<file path="src/sv/psrc_pkg.sv">
package psrc_pkg;

  // Command codes carried by the kind field.
  typedef enum logic [2:0] {
    KIND_TICK     = 3'd0,
    KIND_RAMP     = 3'd1,
    KIND_TIMED    = 3'd2,
    KIND_STOP_DIR = 3'd3,
    KIND_STOP_ALL = 3'd4,
    KIND_DRIVE    = 3'd5
  } kind_e;

  typedef enum logic [2:0] {
    ST_IDLE,
    ST_EXEC,
    ST_DIVA_GO,
    ST_DIVA_WAIT,
    ST_DIVB_GO,
    ST_DIVB_WAIT,
    ST_EMIT
  } state_e;

  // Controller to datapath.
  typedef struct packed {
    logic capture;       // latch the incoming word
    logic execute;       // apply the latched command
    logic div_start;     // launch the shared divider
    logic div_sel;       // 0: distance / step, 1: ramp time / update count
    logic latch_quot;    // keep the update count
    logic timed_finish;  // commit step and interval of a timed ramp
    logic emit;          // load the result register
  } cmd_t;

  // Datapath to controller.
  typedef struct packed {
    logic is_timed;
    logic dist_zero;
    logic div_done;
  } sts_t;

  // distance / 50 for distances below 256: (distance * 41) >> 11
  localparam logic [5:0]  Div50Mul    = 6'd41;
  localparam int unsigned Div50Shift  = 11;
  localparam logic [15:0] MinInterval = 16'd10;
  localparam int unsigned DivSteps    = 16;

endpackage

</file>
<file path="src/sv/pwm_speed_ramp_controller.sv">
// H-bridge soft-start ramp controller: one command word in, one status word out.
// Each accepted word is captured, executed, then emitted into the result register;
// a timed ramp with a non-zero distance runs two divider passes before the emit.
// A stalled result holds the next word in the emit state. One word is in flight
// at a time.
// Reset (rst_ni low, asynchronous) clears trackers, ramp state, pin levels and valid.
module pwm_speed_ramp_controller (
  input  logic        clk_i,
  input  logic        rst_ni,
  input  logic        in_valid_i,
  output logic        in_stall_o,
  input  logic [2:0]  kind_i,
  input  logic        direction_i,
  input  logic [7:0]  target_speed_i,
  input  logic [7:0]  step_size_i,
  input  logic [15:0] interval_ms_i,
  input  logic [15:0] ramp_time_ms_i,
  input  logic [7:0]  drive_duty_i,
  output logic        out_valid_o,
  input  logic        out_stall_i,
  output logic        forward_level_o,
  output logic        reverse_level_o,
  output logic [7:0]  enable_duty_o,
  output logic        ramping_o,
  output logic [7:0]  speed_cw_o,
  output logic [7:0]  speed_ccw_o
);

  // The controller sequences each word: capture, execute, optional divider
  // passes for a timed ramp, then emit into the result register.
  psrc_pkg::cmd_t cmd;
  psrc_pkg::sts_t sts;

  psrc_ctrl u_ctrl (
    .clk_i       (clk_i),
    .rst_ni      (rst_ni),
    .in_valid_i  (in_valid_i),
    .in_stall_o  (in_stall_o),
    .out_valid_o (out_valid_o),
    .out_stall_i (out_stall_i),
    .cmd_o       (cmd),
    .sts_i       (sts)
  );

  // The datapath holds the speed trackers, ramp parameters, bridge pins and the
  // result register; the tick update (step toward goal, clamp at goal) is done
  // in the execute state.
  psrc_dp u_dp (
    .clk_i           (clk_i),
    .rst_ni          (rst_ni),
    .cmd_i           (cmd),
    .sts_o           (sts),
    .kind_i          (kind_i),
    .direction_i     (direction_i),
    .target_speed_i  (target_speed_i),
    .step_size_i     (step_size_i),
    .interval_ms_i   (interval_ms_i),
    .ramp_time_ms_i  (ramp_time_ms_i),
    .drive_duty_i    (drive_duty_i),
    .forward_level_o (forward_level_o),
    .reverse_level_o (reverse_level_o),
    .enable_duty_o   (enable_duty_o),
    .ramping_o       (ramping_o),
    .speed_cw_o      (speed_cw_o),
    .speed_ccw_o     (speed_ccw_o)
  );

endmodule

</file>
<file path="src/sv/psrc_div.sv">
module psrc_div (
  input  logic        clk_i,
  input  logic        rst_ni,
  input  logic        start_i,
  input  logic [15:0] dividend_i,
  input  logic [7:0]  divisor_i,
  output logic        done_o,
  output logic [15:0] quotient_o
);

  logic [15:0] quo_q, quo_d;
  logic [7:0]  rem_q, rem_d;
  logic [7:0]  dvs_q;
  logic [4:0]  cnt_q;
  logic        busy_q;
  logic        done_q;
  logic [8:0]  shifted;
  logic        ge;

  // Restoring division, one quotient bit a cycle.
  always_comb begin
    shifted = {rem_q, quo_q[15]};
    ge      = shifted >= {1'b0, dvs_q};
    rem_d   = ge ? 8'(shifted - {1'b0, dvs_q}) : shifted[7:0];
    quo_d   = {quo_q[14:0], ge};
  end

  always_ff @(posedge clk_i or negedge rst_ni) begin
    if (!rst_ni) begin
      busy_q <= 1'b0;
      done_q <= 1'b0;
      cnt_q  <= '0;
    end else begin
      done_q <= busy_q && (cnt_q == 5'd1);
      if (start_i) begin
        busy_q <= 1'b1;
        cnt_q  <= 5'(psrc_pkg::DivSteps);
      end else if (busy_q) begin
        cnt_q <= cnt_q - 5'd1;
        if (cnt_q == 5'd1) begin
          busy_q <= 1'b0;
        end
      end
    end
  end

  always_ff @(posedge clk_i) begin
    if (start_i) begin
      quo_q <= dividend_i;
      rem_q <= '0;
      dvs_q <= divisor_i;
    end else if (busy_q) begin
      quo_q <= quo_d;
      rem_q <= rem_d;
    end
  end

  assign done_o     = done_q;
  assign quotient_o = quo_q;

endmodule

</file>
<file path="src/sv/psrc_dp.sv">
module psrc_dp (
  input  logic              clk_i,
  input  logic              rst_ni,
  input  psrc_pkg::cmd_t    cmd_i,
  output psrc_pkg::sts_t    sts_o,
  input  logic [2:0]        kind_i,
  input  logic              direction_i,
  input  logic [7:0]        target_speed_i,
  input  logic [7:0]        step_size_i,
  input  logic [15:0]       interval_ms_i,
  input  logic [15:0]       ramp_time_ms_i,
  input  logic [7:0]        drive_duty_i,
  output logic              forward_level_o,
  output logic              reverse_level_o,
  output logic [7:0]        enable_duty_o,
  output logic              ramping_o,
  output logic [7:0]        speed_cw_o,
  output logic [7:0]        speed_ccw_o
);

  // Latched command word.
  logic [2:0]  kind_q;
  logic        dir_q;
  logic [7:0]  target_q;
  logic [7:0]  step_in_q;
  logic [15:0] interval_in_q;
  logic [15:0] rtime_q;
  logic [7:0]  duty_in_q;

  // Controller state.
  logic [7:0]  cw_q, ccw_q, goal_q, step_q, duty_q;
  logic [15:0] interval_q, elapsed_q;
  logic        ramp_dir_q, active_q, fwd_q, rev_q;

  // Timed ramp scratch.
  logic [7:0]  dist_q;
  logic [2:0]  st_q;
  logic [7:0]  q1_q;

  // Result register.
  logic        res_fwd_q, res_rev_q, res_ramping_q;
  logic [7:0]  res_duty_q, res_cw_q, res_ccw_q;

  logic [7:0]  cmd_cur, span, ramp_cur, next_up, next_dn, next_spd;
  logic [8:0]  sum;
  logic [13:0] prod;
  logic [2:0]  st;
  logic [15:0] elapsed_inc, iv;
  logic        due;
  logic [15:0] div_dividend, div_quot;
  logic [7:0]  div_divisor;
  logic        div_done;

  always_comb begin
    cmd_cur = dir_q ? ccw_q : cw_q;
    span    = (target_q >= cmd_cur) ? 8'(target_q - cmd_cur) : 8'(cmd_cur - target_q);
    prod    = 14'(span) * 14'(psrc_pkg::Div50Mul);
    st      = prod[13:psrc_pkg::Div50Shift];
    if (st == 3'd0) begin
      st = 3'd1;
    end

    ramp_cur = ramp_dir_q ? ccw_q : cw_q;
    sum      = {1'b0, ramp_cur} + {1'b0, step_q};
    next_up  = (sum > {1'b0, goal_q}) ? goal_q : sum[7:0];
    next_dn  = (ramp_cur < step_q || 8'(ramp_cur - step_q) < goal_q) ?
               goal_q : 8'(ramp_cur - step_q);
    next_spd = (goal_q > ramp_cur) ? next_up : next_dn;

    elapsed_inc = (elapsed_q == 16'hFFFF) ? elapsed_q : elapsed_q + 16'd1;
    due         = elapsed_inc >= interval_q;

    div_dividend = cmd_i.div_sel ? rtime_q : {8'd0, dist_q};
    div_divisor  = cmd_i.div_sel ? q1_q : {5'd0, st_q};
    iv           = (div_quot < psrc_pkg::MinInterval) ? psrc_pkg::MinInterval : div_quot;
  end

  psrc_div u_div (
    .clk_i      (clk_i),
    .rst_ni     (rst_ni),
    .start_i    (cmd_i.div_start),
    .dividend_i (div_dividend),
    .divisor_i  (div_divisor),
    .done_o     (div_done),
    .quotient_o (div_quot)
  );

  assign sts_o.is_timed  = (psrc_pkg::kind_e'(kind_q) == psrc_pkg::KIND_TIMED);
  assign sts_o.dist_zero = (span == 8'd0);
  assign sts_o.div_done  = div_done;

  always_ff @(posedge clk_i) begin
    if (cmd_i.capture) begin
      kind_q        <= kind_i;
      dir_q         <= direction_i;
      target_q      <= target_speed_i;
      step_in_q     <= step_size_i;
      interval_in_q <= interval_ms_i;
      rtime_q       <= ramp_time_ms_i;
      duty_in_q     <= drive_duty_i;
    end
    if (cmd_i.execute) begin
      dist_q <= span;
      st_q   <= st;
    end
    if (cmd_i.latch_quot) begin
      q1_q <= div_quot[7:0];
    end
    if (cmd_i.emit) begin
      res_fwd_q     <= fwd_q;
      res_rev_q     <= rev_q;
      res_duty_q    <= duty_q;
      res_ramping_q <= active_q;
      res_cw_q      <= cw_q;
      res_ccw_q     <= ccw_q;
    end
  end

  always_ff @(posedge clk_i or negedge rst_ni) begin
    if (!rst_ni) begin
      cw_q       <= '0;
      ccw_q      <= '0;
      goal_q     <= '0;
      step_q     <= '0;
      interval_q <= '0;
      elapsed_q  <= '0;
      ramp_dir_q <= 1'b0;
      active_q   <= 1'b0;
      fwd_q      <= 1'b0;
      rev_q      <= 1'b0;
      duty_q     <= '0;
    end else begin
      if (cmd_i.execute) begin
        unique case (psrc_pkg::kind_e'(kind_q))
          psrc_pkg::KIND_TICK: begin
            if (active_q) begin
              if (due) begin
                elapsed_q <= '0;
                if (ramp_cur == goal_q) begin
                  active_q <= 1'b0;
                end else begin
                  if (ramp_dir_q) begin
                    ccw_q <= next_spd;
                  end else begin
                    cw_q <= next_spd;
                  end
                  fwd_q  <= !ramp_dir_q;
                  rev_q  <= ramp_dir_q;
                  duty_q <= next_spd;
                  if (next_spd == goal_q) begin
                    active_q <= 1'b0;
                  end
                end
              end else begin
                elapsed_q <= elapsed_inc;
              end
            end
          end
          psrc_pkg::KIND_RAMP: begin
            ramp_dir_q <= dir_q;
            goal_q     <= target_q;
            step_q     <= step_in_q;
            interval_q <= interval_in_q;
            elapsed_q  <= '0;
            active_q   <= 1'b1;
          end
          psrc_pkg::KIND_TIMED: begin
            ramp_dir_q <= dir_q;
            goal_q     <= target_q;
            elapsed_q  <= '0;
            if (span == 8'd0) begin
              active_q <= 1'b0;
            end
          end
          psrc_pkg::KIND_STOP_DIR: begin
            duty_q <= '0;
            if (dir_q) begin
              ccw_q <= '0;
            end else begin
              cw_q <= '0;
            end
            active_q <= 1'b0;
          end
          psrc_pkg::KIND_STOP_ALL: begin
            duty_q   <= '0;
            cw_q     <= '0;
            ccw_q    <= '0;
            active_q <= 1'b0;
          end
          psrc_pkg::KIND_DRIVE: begin
            fwd_q  <= !dir_q;
            rev_q  <= dir_q;
            duty_q <= duty_in_q;
          end
          default: begin
          end
        endcase
      end
      if (cmd_i.timed_finish) begin
        step_q     <= {5'd0, st_q};
        interval_q <= iv;
        active_q   <= 1'b1;
      end
    end
  end

  assign forward_level_o = res_fwd_q;
  assign reverse_level_o = res_rev_q;
  assign enable_duty_o   = res_duty_q;
  assign ramping_o       = res_ramping_q;
  assign speed_cw_o      = res_cw_q;
  assign speed_ccw_o     = res_ccw_q;

endmodule

</file>
<file path="src/sv/psrc_ctrl.sv">
module psrc_ctrl (
  input  logic              clk_i,
  input  logic              rst_ni,
  input  logic              in_valid_i,
  output logic              in_stall_o,
  output logic              out_valid_o,
  input  logic              out_stall_i,
  output psrc_pkg::cmd_t    cmd_o,
  input  psrc_pkg::sts_t    sts_i
);

  psrc_pkg::state_e state_q, state_d;
  logic             out_valid_q, out_valid_d;
  logic             out_free;

  assign out_free = !out_valid_q || !out_stall_i;

  always_ff @(posedge clk_i or negedge rst_ni) begin
    if (!rst_ni) begin
      state_q     <= psrc_pkg::ST_IDLE;
      out_valid_q <= 1'b0;
    end else begin
      state_q     <= state_d;
      out_valid_q <= out_valid_d;
    end
  end

  always_comb begin
    state_d     = state_q;
    cmd_o       = '0;
    out_valid_d = out_valid_q && out_stall_i;
    unique case (state_q)
      psrc_pkg::ST_IDLE: begin
        if (in_valid_i) begin
          cmd_o.capture = 1'b1;
          state_d       = psrc_pkg::ST_EXEC;
        end
      end
      psrc_pkg::ST_EXEC: begin
        cmd_o.execute = 1'b1;
        if (sts_i.is_timed && !sts_i.dist_zero) begin
          state_d = psrc_pkg::ST_DIVA_GO;
        end else begin
          state_d = psrc_pkg::ST_EMIT;
        end
      end
      psrc_pkg::ST_DIVA_GO: begin
        cmd_o.div_start = 1'b1;
        state_d         = psrc_pkg::ST_DIVA_WAIT;
      end
      psrc_pkg::ST_DIVA_WAIT: begin
        if (sts_i.div_done) begin
          cmd_o.latch_quot = 1'b1;
          state_d          = psrc_pkg::ST_DIVB_GO;
        end
      end
      psrc_pkg::ST_DIVB_GO: begin
        cmd_o.div_start = 1'b1;
        cmd_o.div_sel   = 1'b1;
        state_d         = psrc_pkg::ST_DIVB_WAIT;
      end
      psrc_pkg::ST_DIVB_WAIT: begin
        cmd_o.div_sel = 1'b1;
        if (sts_i.div_done) begin
          cmd_o.timed_finish = 1'b1;
          state_d            = psrc_pkg::ST_EMIT;
        end
      end
      psrc_pkg::ST_EMIT: begin
        if (out_free) begin
          cmd_o.emit  = 1'b1;
          out_valid_d = 1'b1;
          state_d     = psrc_pkg::ST_IDLE;
        end
      end
      default: begin
        state_d = psrc_pkg::ST_IDLE;
      end
    endcase
  end

  assign in_stall_o  = (state_q != psrc_pkg::ST_IDLE);
  assign out_valid_o = out_valid_q;

endmodule

</file>
<file path="config.mk">
export PLATFORM = sky130hd
export DESIGN_NAME = pwm_speed_ramp_controller
export DESIGN_NICKNAME = d
export VERILOG_FILES = /design/src/sv/psrc_pkg.sv /design/src/sv/pwm_speed_ramp_controller.sv /design/src/sv/psrc_div.sv /design/src/sv/psrc_dp.sv /design/src/sv/psrc_ctrl.sv
export SDC_FILE = /design/constraint.sdc
export NUM_CORES = 1
export LEC_CHECK = 0
export ABC_AREA = 1
export BUFFER_PORTS_ARGS = -buffer_cell sky130_fd_sc_hd__buf_2
export CORE_MARGIN = 1.5
export CORE_UTILIZATION = 50
export DETAILED_ROUTE_END_ITERATION = 6
export HOLD_SLACK_MARGIN = 0.06
export PLACE_DENSITY = 0.68
export SLEW_MARGIN = 20
export SYNTH_ARGS = -nofsm -noshare
export SYNTH_HDL_FRONTEND = slang
export SYNTH_SLANG_ARGS = --single-unit
</file>
<file path="constraint.sdc">
create_clock -name clk_i -period 6.76 [get_ports clk_i]
set_input_delay 1.014 -clock clk_i [delete_from_list [all_inputs] [get_ports clk_i]]
set_output_delay 1.014 -clock clk_i [all_outputs]
set_load 0.01 [all_outputs]
</file>
Word-level counts from Yosys, hierarchy flattened
Cells that the tools add are included.
{"block": "totals", "register_bits": 225, "latch_bits": 0, "ramBits": 0, "rom_bits": 0, "input_bits": 64, "out_inout_bits": 29, "wordCells": 192, "n_memories": 0}
{"block": "classes", "addsub": 7, "multipliers": 1, "div_mod_pow": 0, "magnitude_cmp": 8, "eq_ne": 27, "n_shift": 0, "muxes": 77, "bitwise": 0, "n_reduce_logical": 36}
{"operator": "8-bit 2-to-1 mux", "count": 23}
{"operator": "16-bit 2-to-1 mux", "count": 10}
{"operator": "8-bit case mux with 3 select lines", "count": 3}
{"operator": "16-bit case mux with 2 select lines", "count": 1}
{"operator": "8-bit subtractor", "count": 4}
{"operator": "1-bit 2-to-1 mux", "count": 28}
{"operator": "3-bit case mux with 7 select lines", "count": 1}
{"operator": "3-bit 2-to-1 mux", "count": 6}
{"operator": "16-bit by 1-bit adder with 16-bit output (second input constant)", "count": 1}
{"operator": "16-bit == test (second input constant)", "count": 1}
{"operator": "8-bit == test", "count": 2}
{"operator": "16-bit >= comparator", "count": 1}
{"operator": "16-bit by 4-bit < comparator with 1-bit output (second input constant)", "count": 1}
{"operator": "8-bit < comparator", "count": 2}
{"operator": "3-bit == test (second input constant)", "count": 5}
{"operator": "8-bit by 6-bit multiplier with 14-bit output (second input constant)", "count": 1}
{"operator": "2-bit by 1-bit != test with 1-bit output (second input constant)", "count": 7}
{"operator": "7-bit AND reduction", "count": 2}
{"operator": "3-bit by 2-bit == test with 1-bit output (second input constant)", "count": 4}
{"operator": "5-bit 2-to-1 mux", "count": 2}
{"operator": "5-bit AND reduction", "count": 2}
{"operator": "2-bit nonzero test", "count": 5}
{"operator": "8-bit by 8-bit adder with 9-bit output", "count": 1}
{"operator": "9-bit by 8-bit >= comparator with 1-bit output", "count": 1}
{"operator": "other kinds (21)", "count": 42}

Depth between registers and ports, before layout
Gate-level depths: netlist of run 1.
{"block": "logic_depth", "word_depth": 14, "depth_mapped": 35, "mapped_depth_nobuf": 33}

Modules after synthesis
From an unflattened synthesis of run 1, not the netlist that was laid out.
{"block": "unflattened", "hier_cells": 1494, "hier_area_um2": 13396.6}
{"module": "psrc_dp", "instances": 1, "cells_each": 1201, "area_per_inst_um2": 11011.8, "seq_area_each_um2": 5084.9}
{"module": "psrc_div", "instances": 1, "cells_each": 241, "area_per_inst_um2": 2059.5, "seq_area_each_um2": 1056.0}
{"module": "psrc_ctrl", "instances": 1, "cells_each": 52, "area_per_inst_um2": 325.3, "seq_area_each_um2": 100.1}

Least setup slack after synthesis of run 1
Ideal clock, no wire load.
{"block": "synth_path", "path_kind": "reg2reg", "startpoint": "register u_dp.dir_q", "endpoint": "register u_dp.st_q[1] (data pin)", "setup_time_ns": 0.251, "arrival_ns": 4.464, "t_required_ns": 6.509, "setup_slack_ns": 2.045, "path_stages_with_launch": 31, "path_buffers": 2, "period_less_slack_ns": 4.715, "cell_sequence": "edfxtp_1 clkbuf_1 clkbuf_1 nand2_1 o21ai_0 inv_1 ha_1 inv_1 fa_1 inv_1 o21ai_2 o21ai_2 nand2_4 nand2_1 o21ai_1 xor2_1 ha_1 inv_1 fa_1 inv_1 ha_1 ha_1 a21oi_1 nor2_1 a211oi_1 nand2_2 nand2_1 nand2_1 or2_1 nand2_1 inv_1"}
{"block": "synth_via", "elab_chain_cells": 5, "word_cells_on_any_way": 7, "cone_classes": "2 x add/sub; 1 x mul; 1 x order compare; 2 x mux; 1 x reduce/logical"}
{"item": "start: declaration", "line": "psrc_dp.sv:23", "text": "logic dir_q;"}
{"item": "start signal: assignment", "line": "psrc_dp.sv:95", "text": "dir_q <= direction_i;"}
{"item": "8-bit 2-to-1 mux (*)", "line": "psrc_dp.sv:55", "text": "cmd_cur = dir_q ? ccw_q : cw_q;"}
{"item": "8-bit subtractor / 8-bit >= comparator (equally long branches)", "line": "psrc_dp.sv:56", "text": "span = (target_q >= cmd_cur) ? 8'(target_q - cmd_cur) : 8'(cmd_cur - target_q);"}
{"item": "8-bit 2-to-1 mux (*)", "line": "psrc_dp.sv:56"}
{"item": "8-bit by 6-bit multiplier with 14-bit output (*)", "line": "psrc_dp.sv:57", "text": "prod = 14'(span) * 14'(psrc_pkg::Div50Mul);"}
{"item": "3-bit zero test", "line": "psrc_dp.sv:59", "text": "if (st == 3'd0) begin"}
{"item": "end signal: assignment", "line": "psrc_dp.sv:104", "text": "st_q <= st;"}
{"item": "end: declaration", "line": "psrc_dp.sv:37", "text": "logic [2:0] st_q;"}
Mark *: on every way between the ends. The rest lies on a longest branch, timed or not.
A chain may end at the register's enable or synchronous reset.

Final worst setup path of run 1
{"block": "layout_path", "startpoint": "register u_dp.dir_q", "endpoint": "register u_dp.st_q[1] (data pin)"}
{"block": "layout_via", "elab_chain_cells": 5, "word_cells_on_any_way": 7, "cone_classes": "2 x add/sub; 1 x mul; 1 x order compare; 2 x mux; 1 x reduce/logical"}
{"item": "8-bit 2-to-1 mux (*)", "line": "psrc_dp.sv:55"}
{"item": "8-bit subtractor / 8-bit >= comparator (equally long branches)", "line": "psrc_dp.sv:56"}
{"item": "8-bit 2-to-1 mux (*)", "line": "psrc_dp.sv:56"}
{"item": "net u_dp.span[4]", "line": "psrc_dp.sv:44", "text": "logic [7:0] cmd_cur, span, ramp_cur, next_up, next_dn, next_spd;"}
{"item": "8-bit by 6-bit multiplier with 14-bit output (*)", "line": "psrc_dp.sv:57"}
{"item": "3-bit zero test", "line": "psrc_dp.sv:59"}
The timed path passes the listed nets; every way through them passes the cells marked *.

==> results of run 1 <==
-- critical path: cells and delay by family, from the launching register on --
family	cells	cell delay, ns
buf+inv	8	0.66
fa+ha+maj	6	1.86
flops	1	0.72
compound gates	5	0.88
simple gates	9	0.83
-- worst max-delay path by stage --
stage | start | end | slack, ns | cells after the start
global route | u_dp.dir_q | u_dp.st_q[1] | 1.16 | 28
floorplan | u_dp.dir_q | u_dp.st_q[1] | 2.05 | 30
global placement | u_dp.dir_q | u_dp.st_q[1] | 1.74 | 26
CTS | u_dp.dir_q | u_dp.st_q[1] | 1.58 | 28
finish | u_dp.dir_q | u_dp.st_q[1] | 1.57 | 28
detailed placement | u_dp.dir_q | u_dp.st_q[1] | 1.60 | 28
-- per-stage QoR --
| stage | util (%) | hold slack (ns) |
|---|---|---|
| final | 57.5 | 0.322 |
| after global routing | 57.5 | 0.313 |
| after CTS | 57.5 | 0.313 |
| after detailed placement | 54.2 | 0.438 |
| after global placement | 54.2 | 0.433 |
| after floorplan | - | 0.419 |
-- layout by cell type, fill, tap and decap left out, drive strengths merged, types with 2 or more instances in the layout --
master and instances:
nand2 266, a21oi 64, o211ai 7, fa 7
a31oi 12, a211oi 7, nor2 82, xnor2 5
o32ai 3, o21bai 2, nand3 108, xor2 29
edfxtp 130, o21ai 94, clkbuf 37, nor3 36
dfrtp 87, o22ai 24, nor4 6, o21a 4
nand4 16, ha 110, nand3b 7, a221oi 10
buf 100, mux2 8, inv 224, clkinv 12
dfxtp 8, a21o 3, o221ai 7
-- metal layers --
metal  GRT usage (%)  vias to the layer above  wire (um)
li1                -                     4972          -
met1            30.4                     4807      13600
met2            41.8                      239      15500
met3            3.44                       53       1510
met4            6.72                        0        877
met5           0.568                        -          0
-- registers in the layout (all words and copies together) (netlist names), 16 cells and up --
register / cells
u_dp.u_div.quotient_o: 16
u_dp.elapsed_q: 16
u_dp.rtime_q: 16
u_dp.interval_q: 16
u_dp.interval_in_q: 16
-- cell families after synthesis --
group | synth area share, %
and+or+nand+nor | 18.3
muxes | 0.692
DFF | 47.9
AOI/OAI and AO/OA | 11.1
adders and majority gates | 11.6
xor gates and xnor gates | 2.29
buffers and inverters | 8.05
-- final cells by class --
type	instances	area (um^2)	share of cell area (%)
flip-flops and latches	225	6240	42.7
multi-input cells	921	5740	39.3
inverters	226	851	5.82
clock buffers	37	742	5.08
repair buffers	100	527	3.60
well taps	330	413	2.83
clock inverters	11	96.3	0.659
diodes	1	2.50	0.0171
==> impl_metrics.csv, run 1 <==
group,metric,value,unit
global_route,grt_overflow,0,
yosys,seq_area_frac_synth,47.9,%
route,postRouteAntennaNets,0,
yosys,synth_area,13000,um^2
cells_and_area,layout.cells.non_filler,1851,
cts,cts_inserted_buffers,26,
sta,fmax,0.193,GHz
cts,ctsResizeCount,0,
critical_path,start_kind,"flop",
cts,cts_tree,"done",
critical_path,critPathKind,"reg -> reg",
yosys,synth-seq-cells,225,
sta,setup_viol,0,
cells_and_area,drive_gt1_share,13.2,%
critical_path,reg2reg_to,"u_dp.st_q[1]",
floorplanning,start_util,51.3,%
sta,slew_headroom,37.1,%
yosys,synth_top_cell_area_share,30.0,%
yosys,yosysUniqueCellTypes,53,
route,dr.pass1.iters,7,
yosys,avgSynthCellArea,9.25,um^2
placed_design,dpl.hpwl,23.6,mm
floorplanning,io_pins,93,
sta,finalCritPeriodShare,76.8,%
yosys,ys_async_sr_fraction,38.7,%
cts,clockRootBuffer,"clkbuf_16",
yosys,synth_ff_type,"edfxtp_1",
route,via_per_inst,5.44,
cells_and_area,design_area,14600,um^2
sta,worst_pin_slew,0.940,ns
sta,rsz0062_at_grt,"no",
placed_design,port_buffers,92,
cells_and_area,syn_to_final_growth,12.3,%
hold_path,hold_path_class,"in -> async",
critical_path,arrival,5.48,ns
sta,fin_worst_skew,0.0131,ns
critical_path,cp-end-kind,"flop",
yosys,yosys.area.top_type,"edfxtp_1",
yosys,syn_inst,1408,
sta,finalMaxSlewViolations,0,
critical_path,crit_fanout,20,
critical_path,worstRegToRegCells,28,
critical_path,cp.required,7.05,ns
sta,worst_slack,1.57,ns
route,routed_wl,31.5,mm
yosys,synth_common_cells,"nand2_1 (254), inv_1 (216), edfxtp_1 (130)",
yosys,synth_enable_flop_cells,130,
critical_path,cp_slowest_cell,"edfxtp_1",
global_route,grt_pass1_wl,50.2,mm
yosys,yosys-top-cells-area,"edfxtp_1 (30%), dfrtp_1 (17%), ha_1 (11%), nand2_1 (7.3%), inv_1 (6.2%)",
cts,clockBufferDepth,3,
placed_design,pre_cts_slack,1.60,ns
floorplanning,fp.dieH,164,um
critical_path,rrSetupSlack,1.57,ns
sta,hold_viol_final,0,
global_route,antenna_found_initial,0,
route,drt_iter0_drc,804,
status,status,"finished, final reports clean",
route,num_vias,10100,
floorplanning,floorplan.rows,58,
cells_and_area,fillCellCount,2210,
route,drc,0,
cts,clk_pin_slew,0.06,ns
critical_path,slowest_delay,0.72,ns
cts,ctsHoldBuffers,0,
critical_path,crit_top_cell,"inv_1",
cts,cts.sinks,225,
sta,fin_crit,5.19,ns
job,cap_viol_max_count,0,
global_route,grt_pass1_vias,9868,
cts,cts_setup_buffers,0,
cts,clock_latency,0.54,ns
global_route,grtUsageTotal,23.7,%
critical_path,r2r-start,"u_dp.dir_q",
placed_design,gp_congestion,0.922,
floorplanning,dieArea,27000,um^2
yosys,ys_warn_count,0,
cts,h-tree-depth,1,
placed_design,place_area,13800,um^2
floorplanning,coreArea,25400,um^2
yosys,synth_nets,1589,
cells_and_area,fin_nets,1681,
sta,tns,0,ns
global_route,grt_max_degree,76,
yosys,yosys.cell_count.top_type,"nand2_1",
placed_design,dp.cells,1801,
route,detail_route.wl_per_cell,17.0,um
floorplanning,die_w,164,um
Power of run 1 is not shown: default switching activity piles up to over one toggle a cycle in this logic, so the estimate is an artifact.
==> inputs of run 2 (changes only) <==
clock period = 5 ns   (was 6.76 ns; I/O delays follow)
==> impl_metrics.csv, run 2 (same netlist as run 1, synthesis figures left out) <==
group,metric,value,unit
status,status,"finished, final reports clean",
floorplanning,floorplan.rows,58,
sta,tns,0,ns
cts,clk_pin_slew,0.06,ns
floorplanning,start_util,51.3,%
cells_and_area,fin_nets,1693,
route,drc,0,
placed_design,port_buffers,92,
cells_and_area,layout.cells.non_filler,1862,
critical_path,arrival,5.00,ns
route,num_vias,10100,
cells_and_area,multi_input_area,5800,um^2
sta,finalCritPeriodShare,94.1,%
critical_path,rrSetupSlack,0.29,ns
global_route,grt_overflow,0,
cts,cts_tree,"done",
sta,setup_viol,0,
cts,clockBufferDepth,3,
route,detail_route.wl_per_cell,16.7,um
cts,ctsHoldBuffers,0,
sta,fin_hold_ws,0.244,ns
floorplanning,io_pins,93,
critical_path,crit_fanout,8,
critical_path,critPathKind,"reg -> reg",
sta,hold_viol_final,0,
placed_design,dpl.hpwl,23.4,mm
sta,slew_headroom,31.8,%
critical_path,r2r-start,"u_dp.dir_q",
sta,worst_pin_slew,1.02,ns
critical_path,cp.required,5.29,ns
global_route,antenna_found_initial,2,
placed_design,gp_congestion,0.879,
route,drt_iter0_drc,792,
floorplanning,fp.dieH,164,um
job,cap_viol_max_count,0,
placed_design,dp.cells,1809,
sta,fmax,0.213,GHz
route,routed_wl,31.1,mm
floorplanning,dieArea,27000,um^2
critical_path,reg2reg_to,"u_dp.st_q[1]",
global_route,grt_max_degree,53,
cells_and_area,ff_latch_area,6240,um^2
cells_and_area,drive_gt1_share,14.6,%
cts,cts_inserted_buffers,25,
sta,fin_worst_skew,0.0212,ns
critical_path,start_kind,"flop",
route,via_per_inst,5.41,
sta,fin_crit,4.71,ns
critical_path,cp_slowest_cell,"fa_1",
critical_path,worstRegToRegCells,29,
cells_and_area,syn_to_final_growth,13.5,%
cells_and_area,layout_common_cells,"nand2_1 (254), inv_1 (214), edfxtp_1 (130)",
global_route,grt_pass1_wl,49.1,mm
cts,clock_latency,0.54,ns
floorplanning,die_w,164,um
floorplanning,coreArea,25400,um^2
hold_path,hold_path_class,"in -> async",
cts,h-tree-depth,1,
cells_and_area,fillCellCount,2212,
route,dr.pass1.iters,7,
sta,finalMaxSlewViolations,0,
critical_path,slowest_delay,0.49,ns
cts,cts.sinks,225,
global_route,grt_pass1_vias,9561,
global_route,grtUsageTotal,23.3,%
cells_and_area,layout_commonest_cell,"nand2_1",
critical_path,cp-end-kind,"flop",
cts,clockRootBuffer,"clkbuf_16",
route,postRouteAntennaNets,0,
==> run 2: cell count changes in the layout (fill, tap and decap cells not counted), sizes merged <==
cell / previous run / this run
inv: 224 / 225
buf: 100 / 112
bufinv: 1 / 3
diode: 1 / 2
clkinv: 12 / 7
==> run 2: worst max-delay path, delay by kind of cell, from the launching register on <==
kind	cells	cell delay, ns
buffers and inverters	8	0.66
AOI/OAI and AO/OA	5	0.55
adders and majority gates	6	1.93
and+or+nand+nor	10	0.88
DFF	1	0.43
==> run 2: how the worst max path moves through the flow <==
stage / cells past startpoint / startpoint / slack (ns) / endpoint
finish: 29 / u_dp.dir_q / 0.29 / u_dp.st_q[1]
global placement: 29 / u_dp.dir_q / 0.16 / u_dp.st_q[1]
floorplan: 30 / u_dp.dir_q / 0.29 / u_dp.st_q[1]
CTS: 29 / u_dp.dir_q / 0.05 / u_dp.st_q[1]
global route: 28 / u_dp.dir_q / -0.01 / u_dp.st_q[1]
detailed placement: 29 / u_dp.dir_q / 0.07 / u_dp.st_q[1]
==> run 2: per-layer routing <==
metal / track usage [%] / vias to the layer above / share of wire, %
li1: - / 4999 / -
met4: 8.15 / 0 / 3.4
met3: 2.89 / 58 / 5.5
met5: 0 / - / 0
met2: 39.5 / 269 / 48
met1: 30.8 / 4743 / 43
==> run 2: final cells by class <==
class	count	share of cell area (%)
sequential	225	42.2
antenna	2	0.0339
inverter	226	5.76
clock buffer	36	4.72
multi-input combinational	921	39.3
tap	330	2.79
clock inverter	9	0.906
timing repair buffer	113	4.29
==> run 2: per-stage QoR <==
step / setup WS, ns / utilization, % / area, um^2
after CTS: 0.0454 / 57.7 / 14700
after floorplan: 0.285 / - / 13000
after global placement: 0.163 / 54.5 / 13800
final: 0.295 / 58.2 / 14800
after global routing: -0.0100 / 58.2 / 14800
after detailed placement: 0.0652 / 54.5 / 13800
==> run 2: what timing repair did <==
item / 4_1_cts / 5_1_grt
setup endpoints to repair: 0 / 3
resized for setup: 0 / 27
buffers inserted: 0 / 6
Power of run 2 is left out for the same reason.
